--- src/rtl/atl_pkg.sv ---
// Types, character codes and class tables shared by the assembler token lexer.
package atl_pkg;

	// Longest identifier kept; later characters are dropped and flagged
	localparam int unsigned MAX_IDENT_LEN = 19;
	localparam int unsigned LEN_W = 5;
	localparam logic [LEN_W-1:0] MAX_LEN = LEN_W'(MAX_IDENT_LEN);

	// Character codes
	localparam logic [7:0] CH_LF    = 8'h0A;
	localparam logic [7:0] CH_BANG  = 8'h21;
	localparam logic [7:0] CH_STAR  = 8'h2A;
	localparam logic [7:0] CH_SLASH = 8'h2F;
	localparam logic [7:0] CH_SEMI  = 8'h3B;
	localparam logic [7:0] CH_LT    = 8'h3C;
	localparam logic [7:0] CH_EQ    = 8'h3D;
	localparam logic [7:0] CH_GT    = 8'h3E;

	// Token codes
	localparam logic [7:0] TOK_NE      = 8'd1;
	localparam logic [7:0] TOK_LE      = 8'd2;
	localparam logic [7:0] TOK_GE      = 8'd3;
	localparam logic [7:0] DOUBLE_MARK = 8'h80;

	// Character class bit maps: bit (c & 15) of entry (c >> 4), ASCII only
	localparam logic [15:0] IDENT_MAP [8] = '{
		16'o000000, 16'o000000, 16'o040000, 16'o001777,
		16'o177776, 16'o103777, 16'o177776, 16'o003777
	};
	localparam logic [15:0] BLANK_MAP [8] = '{
		16'o001000, 16'o000000, 16'o000001, 16'o000000,
		16'o000000, 16'o000000, 16'o000000, 16'o000000
	};

	typedef enum logic [2:0] {
		MODE_IDLE    = 3'd0,
		MODE_IDENT   = 3'd1,
		MODE_HELD    = 3'd2,
		MODE_SLASH   = 3'd3,
		MODE_COMMENT = 3'd4,
		MODE_STAR    = 3'd5
	} mode_t;

	typedef enum logic [1:0] {
		KIND_ICHAR = 2'd0,
		KIND_IEND  = 2'd1,
		KIND_TOKEN = 2'd2,
		KIND_EOF   = 2'd3
	} kind_t;

	typedef struct packed {
		logic [7:0] char_in;
		logic       end_of_input;
	} in_word_t;

	typedef struct packed {
		kind_t       kind;
		logic [7:0]  value;
		logic [15:0] line_number;
		logic        ident_overflow;
		logic        last;
	} out_word_t;

	function automatic logic is_ident(input logic [7:0] b);
		return !b[7] && IDENT_MAP[b[6:4]][b[3:0]];
	endfunction

	function automatic logic is_blank(input logic [7:0] b);
		return !b[7] && BLANK_MAP[b[6:4]][b[3:0]];
	endfunction

endpackage

--- src/rtl/atl_if.sv ---
// Valid/ready channel interfaces for source bytes and token words.
interface atl_in_if;
	logic             valid;
	logic             ready;
	atl_pkg::in_word_t data;

	modport source(output valid, output data, input ready);
	modport sink(input valid, input data, output ready);
endinterface

interface atl_out_if;
	logic               valid;
	logic               ready;
	atl_pkg::out_word_t data;

	modport source(output valid, output data, input ready);
	modport sink(input valid, input data, output ready);
endinterface

--- src/rtl/assembler_token_lexer.sv ---
// Assembler token lexer: source bytes in, identifier characters and tokens out.
//
//   channel | dir | word                                    | handshake
//   src     | in  | char_in, end_of_input                   | valid/ready
//   tok     | out | kind, value, line_number, overflow, last | valid/ready
//
// A byte is decoded in the cycle it is accepted; its results appear on tok
// in the next cycle from a two-entry output register.
// One byte per cycle while tok drains; a byte giving two results holds src
// low while the second word waits.
// Reset: lexer idle, line count one, output register empty.
module assembler_token_lexer (
	input  logic      clk,
	input  logic      arst_n,
	atl_in_if.sink    src,
	atl_out_if.source tok
);

	// Lexer state
	atl_pkg::mode_t              mode_q, mode_d;
	logic [7:0]                  held_q, held_d;
	logic [atl_pkg::LEN_W-1:0]   len_q, len_d;
	logic [15:0]                 line_q, line_d;
	logic                        ovf_q, ovf_d;

	// Output register: slot 0 is presented, slot 1 waits behind it
	atl_pkg::out_word_t slot0_q, slot1_q;
	logic               v0_q, v1_q;

	logic       acc, take;
	logic [7:0] b;
	logic       eoi;

	// Results of this byte: a leading word, then a word from starting afresh or the end mark
	logic               pre_v, sec_v, use_start;
	atl_pkg::kind_t     pre_kind, sec_kind;
	logic [7:0]         pre_val, sec_val;
	logic               pre_ovf;
	atl_pkg::out_word_t r0, r1;
	logic               r0_v, r1_v;

	assign b   = src.data.char_in;
	assign eoi = src.data.end_of_input;

	assign src.ready = !v1_q && (!v0_q || tok.ready);
	assign acc       = src.valid && src.ready;
	assign take      = v0_q && tok.ready;

	assign tok.valid = v0_q;
	assign tok.data  = slot0_q;

	// Decode the byte against the current mode
	always_comb begin
		mode_d    = mode_q;
		held_d    = held_q;
		len_d     = len_q;
		ovf_d     = ovf_q;
		line_d    = line_q;
		pre_v     = 1'b0;
		pre_kind  = atl_pkg::KIND_TOKEN;
		pre_val   = 8'd0;
		pre_ovf   = 1'b0;
		sec_v     = 1'b0;
		sec_kind  = atl_pkg::KIND_TOKEN;
		sec_val   = 8'd0;
		use_start = 1'b0;

		if (eoi) begin
			// Flush pending work, then mark the end
			case (mode_q)
				atl_pkg::MODE_IDENT: begin
					pre_v    = 1'b1;
					pre_kind = atl_pkg::KIND_IEND;
					pre_ovf  = ovf_q;
				end
				atl_pkg::MODE_HELD: begin
					pre_v   = 1'b1;
					pre_val = held_q;
				end
				atl_pkg::MODE_SLASH: begin
					pre_v   = 1'b1;
					pre_val = atl_pkg::CH_SLASH;
				end
				default: ;
			endcase
			sec_v    = 1'b1;
			sec_kind = atl_pkg::KIND_EOF;
			mode_d   = atl_pkg::MODE_IDLE;
			held_d   = 8'd0;
			len_d    = '0;
			ovf_d    = 1'b0;
		end else begin
			// Count lines, saturating
			if (b == atl_pkg::CH_LF && line_q != 16'hFFFF) begin
				line_d = line_q + 16'd1;
			end
			case (mode_q)
				atl_pkg::MODE_IDENT: begin
					if (atl_pkg::is_ident(b)) begin
						if (len_q < atl_pkg::MAX_LEN) begin
							len_d    = len_q + 1'b1;
							pre_v    = 1'b1;
							pre_kind = atl_pkg::KIND_ICHAR;
							pre_val  = b;
						end else begin
							ovf_d = 1'b1;
						end
					end else begin
						pre_v     = 1'b1;
						pre_kind  = atl_pkg::KIND_IEND;
						pre_ovf   = ovf_q;
						len_d     = '0;
						ovf_d     = 1'b0;
						use_start = 1'b1;
					end
				end
				atl_pkg::MODE_HELD: begin
					pre_v = 1'b1;
					if (b == atl_pkg::CH_EQ && held_q == atl_pkg::CH_BANG) begin
						pre_val = atl_pkg::TOK_NE;
						mode_d  = atl_pkg::MODE_IDLE;
					end else if (b == atl_pkg::CH_EQ && held_q == atl_pkg::CH_LT) begin
						pre_val = atl_pkg::TOK_LE;
						mode_d  = atl_pkg::MODE_IDLE;
					end else if (b == atl_pkg::CH_EQ && held_q == atl_pkg::CH_GT) begin
						pre_val = atl_pkg::TOK_GE;
						mode_d  = atl_pkg::MODE_IDLE;
					end else if (b == held_q) begin
						pre_val = held_q | atl_pkg::DOUBLE_MARK;
						mode_d  = atl_pkg::MODE_IDLE;
					end else begin
						pre_val   = held_q;
						use_start = 1'b1;
					end
				end
				atl_pkg::MODE_SLASH: begin
					if (b == atl_pkg::CH_STAR) begin
						mode_d = atl_pkg::MODE_COMMENT;
					end else begin
						pre_v     = 1'b1;
						pre_val   = atl_pkg::CH_SLASH;
						use_start = 1'b1;
					end
				end
				atl_pkg::MODE_COMMENT: begin
					if (b == atl_pkg::CH_STAR) begin
						mode_d = atl_pkg::MODE_STAR;
					end
				end
				atl_pkg::MODE_STAR: begin
					if (b == atl_pkg::CH_SLASH) begin
						mode_d = atl_pkg::MODE_IDLE;
					end else if (b != atl_pkg::CH_STAR) begin
						mode_d = atl_pkg::MODE_COMMENT;
					end
				end
				default: begin
					use_start = 1'b1;
				end
			endcase

			// Start a new token from this byte
			if (use_start) begin
				if (atl_pkg::is_blank(b)) begin
					mode_d = atl_pkg::MODE_IDLE;
				end else if (atl_pkg::is_ident(b)) begin
					mode_d   = atl_pkg::MODE_IDENT;
					len_d    = atl_pkg::LEN_W'(1);
					ovf_d    = 1'b0;
					sec_v    = 1'b1;
					sec_kind = atl_pkg::KIND_ICHAR;
					sec_val  = b;
				end else if (b == atl_pkg::CH_LF) begin
					mode_d  = atl_pkg::MODE_IDLE;
					sec_v   = 1'b1;
					sec_val = atl_pkg::CH_SEMI;
				end else if (b == atl_pkg::CH_SLASH) begin
					mode_d = atl_pkg::MODE_SLASH;
				end else begin
					mode_d = atl_pkg::MODE_HELD;
					held_d = b;
				end
			end
		end
	end

	// Pack results into at most two words in order
	always_comb begin
		r0.line_number = line_d;
		r1.line_number = line_d;
		r1.kind           = sec_kind;
		r1.value          = sec_val;
		r1.ident_overflow = 1'b0;
		r1.last           = 1'b1;
		if (pre_v) begin
			r0.kind           = pre_kind;
			r0.value          = pre_val;
			r0.ident_overflow = pre_ovf;
			r0.last           = !sec_v;
			r0_v              = 1'b1;
			r1_v              = sec_v;
		end else begin
			r0.kind           = sec_kind;
			r0.value          = sec_val;
			r0.ident_overflow = 1'b0;
			r0.last           = 1'b1;
			r0_v              = sec_v;
			r1_v              = 1'b0;
		end
	end

	// Advance lexer state and output valids
	always_ff @(posedge clk or negedge arst_n) begin
		if (!arst_n) begin
			mode_q <= atl_pkg::MODE_IDLE;
			held_q <= 8'd0;
			len_q  <= '0;
			line_q <= 16'd1;
			ovf_q  <= 1'b0;
			v0_q   <= 1'b0;
			v1_q   <= 1'b0;
		end else begin
			if (acc) begin
				mode_q <= mode_d;
				held_q <= held_d;
				len_q  <= len_d;
				line_q <= line_d;
				ovf_q  <= ovf_d;
				v0_q   <= r0_v;
				v1_q   <= r1_v;
			end else if (take) begin
				v0_q <= v1_q;
				v1_q <= 1'b0;
			end
		end
	end

	// Load new words, or shift the waiting word forward
	always_ff @(posedge clk) begin
		if (acc) begin
			slot0_q <= r0;
			slot1_q <= r1;
		end else if (take) begin
			slot0_q <= slot1_q;
		end
	end

endmodule

--- src/flat_wrapper.sv ---
// flat-port wrapper written by rule: the top's interface ports become plain ports
module assembler_token_lexer_flat 
  (clk, arst_n, src_valid, src_data, src_ready, tok_valid, tok_data, tok_ready);
  atl_in_if src_i ();
  atl_out_if tok_i ();
  input  logic clk;
  input  logic arst_n;
  input wire logic [$bits(src_i.valid)-1:0] src_valid;
  input wire logic [$bits(src_i.data)-1:0] src_data;
  output wire logic [$bits(src_i.ready)-1:0] src_ready;
  output wire logic [$bits(tok_i.valid)-1:0] tok_valid;
  output wire logic [$bits(tok_i.data)-1:0] tok_data;
  input wire logic [$bits(tok_i.ready)-1:0] tok_ready;
  assign src_i.valid = src_valid;
  assign src_i.data = src_data;
  assign src_ready = src_i.ready;
  assign tok_valid = tok_i.valid;
  assign tok_data = tok_i.data;
  assign tok_i.ready = tok_ready;
  assembler_token_lexer u_core (.clk(clk), .arst_n(arst_n), .src(src_i), .tok(tok_i));
endmodule
--- config.mk ---
export PLATFORM = sky130hd
export DESIGN_NAME = assembler_token_lexer_flat
export DESIGN_NICKNAME = d
export VERILOG_FILES = /design/src/rtl/atl_pkg.sv /design/src/rtl/atl_if.sv /design/src/rtl/assembler_token_lexer.sv /design/src/flat_wrapper.sv
export SDC_FILE = /design/constraint.sdc
export NUM_CORES = 1
export LEC_CHECK = 0
export BUFFER_PORTS_ARGS = -buffer_cell sky130_fd_sc_hd__clkbuf_2
export CAP_MARGIN = 15
export CORE_UTILIZATION = 30
export DETAILED_ROUTE_END_ITERATION = 7
export GPL_TIMING_DRIVEN = 0
export HOLD_SLACK_MARGIN = 0.15
export PLACE_DENSITY = 0.56
export RECOVER_POWER = 50
export SETUP_SLACK_MARGIN = 0.15
export SYNTH_ARGS = -nofsm -noshare
export SYNTH_HDL_FRONTEND = slang
export SYNTH_SLANG_ARGS = --single-unit
--- constraint.sdc ---
create_clock -name clk -period 2.6 [get_ports clk]
set_clock_uncertainty 0.15 [all_clocks]
set_input_delay 0.13 -clock clk [delete_from_list [all_inputs] [get_ports clk]]
set_output_delay 0.13 -clock clk [all_outputs]
set_load 0.05 [all_outputs]
Word-level counts from Yosys, hierarchy flattened
Memories as Yosys holds them, arrays and structs flattened.
Cells that the tools add are included.
{"block": "totals", "ff_bits": 89, "rom_bits": 256, "input_bits": 13, "out_inout_bits": 30, "wordCells": 168, "mem_count": 2}
{"block": "classes", "add_sub_neg": 2, "magnitude_cmp": 3, "eq_ne": 23, "muxes": 101, "bitwise_logic": 1, "n_reduce_logical": 21}
{"memory": "(no name shown)", "depth": 8, "width": 16, "rd": 1, "rd_clocked_by_memory_dff": 0, "wr": 0, "line": "atl_pkg.sv:65", "text": "return !b[7] && IDENT_MAP[b[6:4]][b[3:0]];"}
{"memory": "(no name shown)", "depth": 8, "width": 16, "rd": 1, "rd_clocked_by_memory_dff": 0, "wr": 0, "line": "atl_pkg.sv:69", "text": "return !b[7] && BLANK_MAP[b[6:4]][b[3:0]];"}
{"cell": "$mux W8", "n": 17}
{"cell": "$mux W16", "n": 6}
{"cell": "$mux W28", "n": 2}
{"cell": "$eq A8 B6 Y1 const B", "n": 6}
{"cell": "$mux W3", "n": 13}
{"cell": "$mux W1", "n": 36}
{"cell": "$mux W5", "n": 7}
{"cell": "$pmux W8 S3", "n": 1}
{"cell": "$mux W2", "n": 10}
{"cell": "$add A16 B1 Y16 const B", "n": 1}
{"cell": "$ne A16 B16 Y1 const B", "n": 1}
{"cell": "$pmux W8 S2", "n": 1}
{"cell": "$mux W6", "n": 2}
{"cell": "$pmux W3 S4", "n": 1}
{"cell": "$reduce_and A6 Y1", "n": 2}
{"cell": "$mux W10", "n": 1}
{"cell": "$logic_and A1 B1 Y1", "n": 9}
{"cell": "$bmux W1 S4", "n": 2}
{"cell": "$eq A8 B4 Y1 const B", "n": 1}
{"cell": "$eq A8 B8 Y1", "n": 1}
{"cell": "$ne A2 B2 Y1 const B", "n": 4}
{"cell": "$ne A4 B2 Y1 const B", "n": 2}
{"cell": "$ne A8 B6 Y1 const B", "n": 1}
{"cell": "$ne A7 B2 Y1 const B", "n": 1}
{"cell": "17 further kinds", "n": 23}

Depth between registers and ports, before layout
{"block": "logic_depth", "depth_word": 15, "mapped_depth": 10}

Worst setup path before layout
No wires, ideal clock.
{"block": "synth_path", "path_kind": "register to register", "from": "register u_core.v0_q, in the netlist u_core.tok.valid", "to": "register u_core.slot0_q (netlist bit u_core.tok.data[26]), data pin", "setup_ns": 0.310, "t_arrival_ns": 3.206, "required_ns": 2.140, "path_slack_ns": -1.066, "path_stages_with_launch": 7, "path_buffers": 2, "period_less_slack_ns": 3.666, "path_cell_list": "dfrtp_1 a21oi_1 nand2_1 inv_1 clkbuf_1 buf_1 a31oi_1"}
{"block": "synth_via", "elab_chain_len": 5}
{"element": "from (decl)", "line": "assembler_token_lexer.sv:28", "text": "logic v0_q, v1_q;"}
{"element": "from (signal assigned)", "line": "assembler_token_lexer.sv:229", "text": "v0_q <= r0_v;"}
{"element": "from (signal assigned)", "line": "assembler_token_lexer.sv:232", "text": "v0_q <= v1_q;"}
{"element": "$logic_not A1 Y1", "line": "assembler_token_lexer.sv:45", "text": "assign src.ready = !v1_q && (!v0_q || tok.ready);"}
{"element": "$logic_or A1 B1 Y1", "line": "assembler_token_lexer.sv:45"}
{"element": "$logic_and A1 B1 Y1", "line": "assembler_token_lexer.sv:45"}
{"element": "named net src_ready", "line": "flat_wrapper.sv:10", "text": "output wire logic [$bits(src_i.ready)-1:0] src_ready;"}
{"element": "$logic_and A1 B1 Y1", "line": "assembler_token_lexer.sv:46", "text": "assign acc = src.valid && src.ready;"}
{"element": "named net u_core.acc", "line": "assembler_token_lexer.sv:30", "text": "logic acc, take;"}
{"element": "$mux W28", "line": "assembler_token_lexer.sv:240", "text": "if (acc) begin"}
{"element": "to (signal assigned)", "line": "assembler_token_lexer.sv:241", "text": "slot0_q <= r0;"}
{"element": "to (signal assigned)", "line": "assembler_token_lexer.sv:244", "text": "slot0_q <= slot1_q;"}
{"element": "to (decl)", "line": "assembler_token_lexer.sv:27", "text": "atl_pkg::out_word_t slot0_q, slot1_q;"}
The timed path passes the listed nets, and every way through them passes these cells.
A chain may end at the register's enable or synchronous reset.

Worst setup path in the final report
{"block": "layout_path", "from": "register u_core.line_q[8]", "to": "register u_core.slot0_q (netlist bit u_core.tok.data[11]), data pin"}
{"block": "layout_via", "elab_chain_len": 5}
{"element": "from (decl)", "line": "assembler_token_lexer.sv:23", "text": "logic [15:0] line_q, line_d;"}
{"element": "from (signal assigned)", "line": "assembler_token_lexer.sv:227", "text": "line_q <= line_d;"}
{"element": "branches (longest 2 deep; another with $add A16 B1 Y16)"}
{"element": "$mux W16 *", "line": "assembler_token_lexer.sv:94", "text": "if (b == atl_pkg::CH_LF && line_q != 16'hFFFF) begin"}
{"element": "$mux W16 *", "line": "assembler_token_lexer.sv:68", "text": "if (eoi) begin"}
{"element": "named net u_core.line_d[9]", "line": "assembler_token_lexer.sv:23"}
{"element": "$mux W28 *", "line": "assembler_token_lexer.sv:240"}
Mark *: on every way through the listed nets, which the timed path passes.

==> run_results.csv <==
group,metric,value,unit
run_status,status,"finished, final reports clean",
yosys,ys.flop_type,"edfxtp_1",
critical_path,cp_data_required_time,2550,ps
route,firstDrtPassIters,5,
cts,insertion_delay,340,ps
yosys,syn_area,4940,um2
die,design.core.area,16000,um2
route,drc,0,
min_path,min_path_type,"in -> reg",
sta,rsz0062_at_grt,"true",
critical_path,worst_ep_arrival_time,2380,ps
sta,hold_violations,0,
grt,grt_use_total,15.3,%
cells_and_area,drive_gt1_share,20.0,%
grt,grt_pass1_wl,19.5,mm
sta,fmax,410,MHz
route,ant_nets,0,
die,die_h,130,um
critical_path,cp_cell_sequence,"buf_6 -> and3_1 -> clkbuf_1 -> and3_4 -> a31oi_4 -> and3_4 -> nand2_2 -> xnor2_2 -> mux2_2",
place,port_buffers,42,
critical_path,slowest_stage,"dfrtp_1",
yosys,syn-instance-count,466,
critical_path,cp_num_buf_inv,2,
cts,h-tree-depth,3,
sta,worst_pin_slew,1000,ps
die,rows,46,
cts,cts_buffers,9,
route,drt_iter0_drc,293,
route,dr_total_vias,3751,
power_and_ir_drop,p_per_area,1040,nW/um2
yosys,synth_cell_types,78,
place,dp_hpwl,8.51,mm
flow_run,cap_violations,0,
cts,clk_path_buf_depth,2,
critical_path,cp-start-kind,"flip-flop",
cts,cts_tree,"done",
yosys,synth_warnings,0,
critical_path,worstPathMaxFanout,8,
yosys,synth_edf_count,54,
cts,clockRootBuffer,"clkbuf_16",
yosys,post-synth-top-area-fraction,32.8,%
cells_and_area,fin_util,37.4,%
cells_and_area,fin_nets,546,
route,wl_per_cell,16.4,um
cts,cts.sink_count,89,
cells_and_area,syn_to_final_growth,21.2,%
cells_and_area,fill_cells,1622,
yosys,yosysSeqAreaShare,50.6,%
sta,relSlewSlack,33.2,%
critical_path,critical-path-max-stage-delay,370,ps
critical_path,path_class,"reg -> reg",
critical_path,crit_top_cell,"and3_4",
route,routed_wirelength,12.3,mm
grt,grt_antenna_before_repair,0,
yosys,synth_top_area_cell,"edfxtp_1",
power_and_ir_drop,ir_worst_vdd,0.000368,V
grt,grt_max_degree,36,
yosys,async_reset_ff_share,39.3,%
die,die_w,130,um
yosys,ys_ff_latch,89,
cts,clk_pin_slew,70,ps
cells_and_area,insertedDiodeCount,0,
yosys,synth.net_count,481,
grt,grt-ovfl-total,0,
critical_path,path_delay_family,"simple AND/OR/NAND/NOR gates",
sta,layout_min_cycle_time,2440,ps
power_and_ir_drop,p_leak,2.21,nW
place,place.gp.congestion,0.901,
grt,grt_pass1_vias,3711,
critical_path,end_kind,"flip-flop",
die,ios,43,
die,start_util,30.9,%
sta,finalSetupViolCount,0,
sta,slew_violations,0,
yosys,synth_area_leaders,"edfxtp_1 (33%), dfrtp_1 (17%), xnor2_1 (5.0%), nand2_1 (4.3%), nor2_1 (2.5%)",
yosys,syn_area_per_cell,10.6,um2
power_and_ir_drop,total_power,0.00621,W
sta,period_share,93.7,%
die,fp.dieArea,17000,um2
route,post_drt_via_cell_ratio,4.99,
-- logic make-up (layout without fill, tap and decap cells) --
family                   count (synthesis)  count (layout)  share of synthesized area [%]
flip-flops                              89              89                           50.6
adder cells (fa/ha/maj)                  2               2                          0.507
multiplexers                            18              18                           4.48
buffers and inverters                   41             111                           4.26
other                                    1               1                         0.0759
AND/OR/NAND/NOR                        186             186                           20.0
XOR/XNOR                                36              36                           6.38
AO/OA/AOI/OAI                           93              93                           13.7
-- where the power goes --
part | internal (W) | leakage (nW) | switching [W]
clock network | 0.000842 | 0.153 | 0.000553
registers | 0.00200 | 0.948 | 0.000264
logic | 0.000787 | 1.11 | 0.00176
-- stage by stage --
| stage | TNS (ps) | cell area (um2) | setup WS, ps | std cells | hold slack, ps |
|---|---|---|---|---|---|
| after floorplan | 0 | 4960 | 222 | 466 | -316 |
| after global placement | -5660 | 5440 | -204 | 724 | 177 |
| after detailed placement | -7550 | 5440 | -271 | 724 | 200 |
| after CTS | 0 | 5910 | 153 | 749 | 162 |
| after global routing | 0 | 5990 | 59.5 | 752 | 204 |
| final | 0 | 5990 | 163 | 752 | 168 |
-- synth_stat cells (all sizes together), types with 12 or more instances --
| library cell | instances |
|---|---|
| nand2 | 56 |
| edfxtp | 54 |
| dfrtp | 34 |
| nor2 | 34 |
| xnor2 | 28 |
| o21ai | 25 |
| nand3 | 21 |
| a21oi | 16 |
| buf | 16 |
| mux2 | 15 |
| clkbuf | 13 |
| inv | 12 |
-- area by class of cell --
cell class | instances | area (um2) | area share, %
multi-input combinational | 336 | 2380 | 39.7
inverter | 12 | 45.0 | 0.753
buffer | 29 | 193 | 3.22
timing repair buffer | 54 | 279 | 4.66
sequential | 89 | 2500 | 41.8
clock inverter | 7 | 93.8 | 1.57
tap | 216 | 270 | 4.52
clock buffer | 9 | 225 | 3.76
-- repair_timing --
action / 4_1_cts / 5_1_grt
pin swaps: 3 / 5
gates resized for setup: 16 / 38
hold endpoints to repair: 41 / 0
setup buffers: 2 / 3
hold buffers: 7 / 0
setup endpoints to repair: 81 / 69
-- worst paths after layout --
path                                        from                  end  slack (ps)  depth (start not counted)
worst min-delay path                 src_data[7]  u_core.tok.data[24]         170                          4
worst max-delay path            u_core.line_q[8]  u_core.tok.data[11]         160                          9
max in group asynchronous                 arst_n     u_core.line_q[9]        1280                          2
min in group asynchronous                 arst_n      u_core.len_q[2]         340                          2
worst max register to register  u_core.line_q[8]  u_core.tok.data[11]         160                          9
worst min register to register      u_core.ovf_q         u_core.ovf_q         350                          1
-- placed cells by master, fill, tap and decap left out, drive strengths merged, types with 3 or more instances in the layout --
cell / n
clkbuf: 66
nand2: 56
edfxtp: 54
nor2: 34
dfrtp: 34
xnor2: 28
o21ai: 25
nand3: 21
buf: 19
a21oi: 16
mux2: 15
inv: 13
o21a: 11
and2: 10
nand4: 10
nor3: 10
nor2b: 9
xor2: 8
nand2b: 8
dlygate4sd3: 7
a31oi: 6
and3: 6
nor4b: 4
and4: 3
a21o: 3
nand3b: 3
or3: 3
mux2i: 3
or2: 3
a211oi: 3
o221ai: 3
clkinv: 3
-- sequential cells by signal, summed over array words and instances (netlist names) --
register          cells
u_core.held_q         8
u_core.ovf_q          1
u_core.tok.valid      1
u_core.v1_q           1
u_core.line_q        16
u_core.len_q          5
u_core.slot1_q       26
u_core.mode_q         3
u_core.tok.data      28
-- metal layers --
metal	track usage [%]	vias up	wire length [um]
met1	19.3	1830	5520
met2	25.2	106	6020
met3	3.61	13	599
met5	0	-	0
li1	-	1802	-
met4	5.75	0	194
-- worst register-to-register path, delay by kind of cell, from the launching register on --
family                    cells  cell delay [ps]
buffers and inverters         2              290
DFF                           1              370
xor gates and xnor gates      1              130
and+or+nand+nor               4              690
muxes                         1              270
AOI/OAI and AO/OA             1              290
Power figures use the tool's default switching activity.
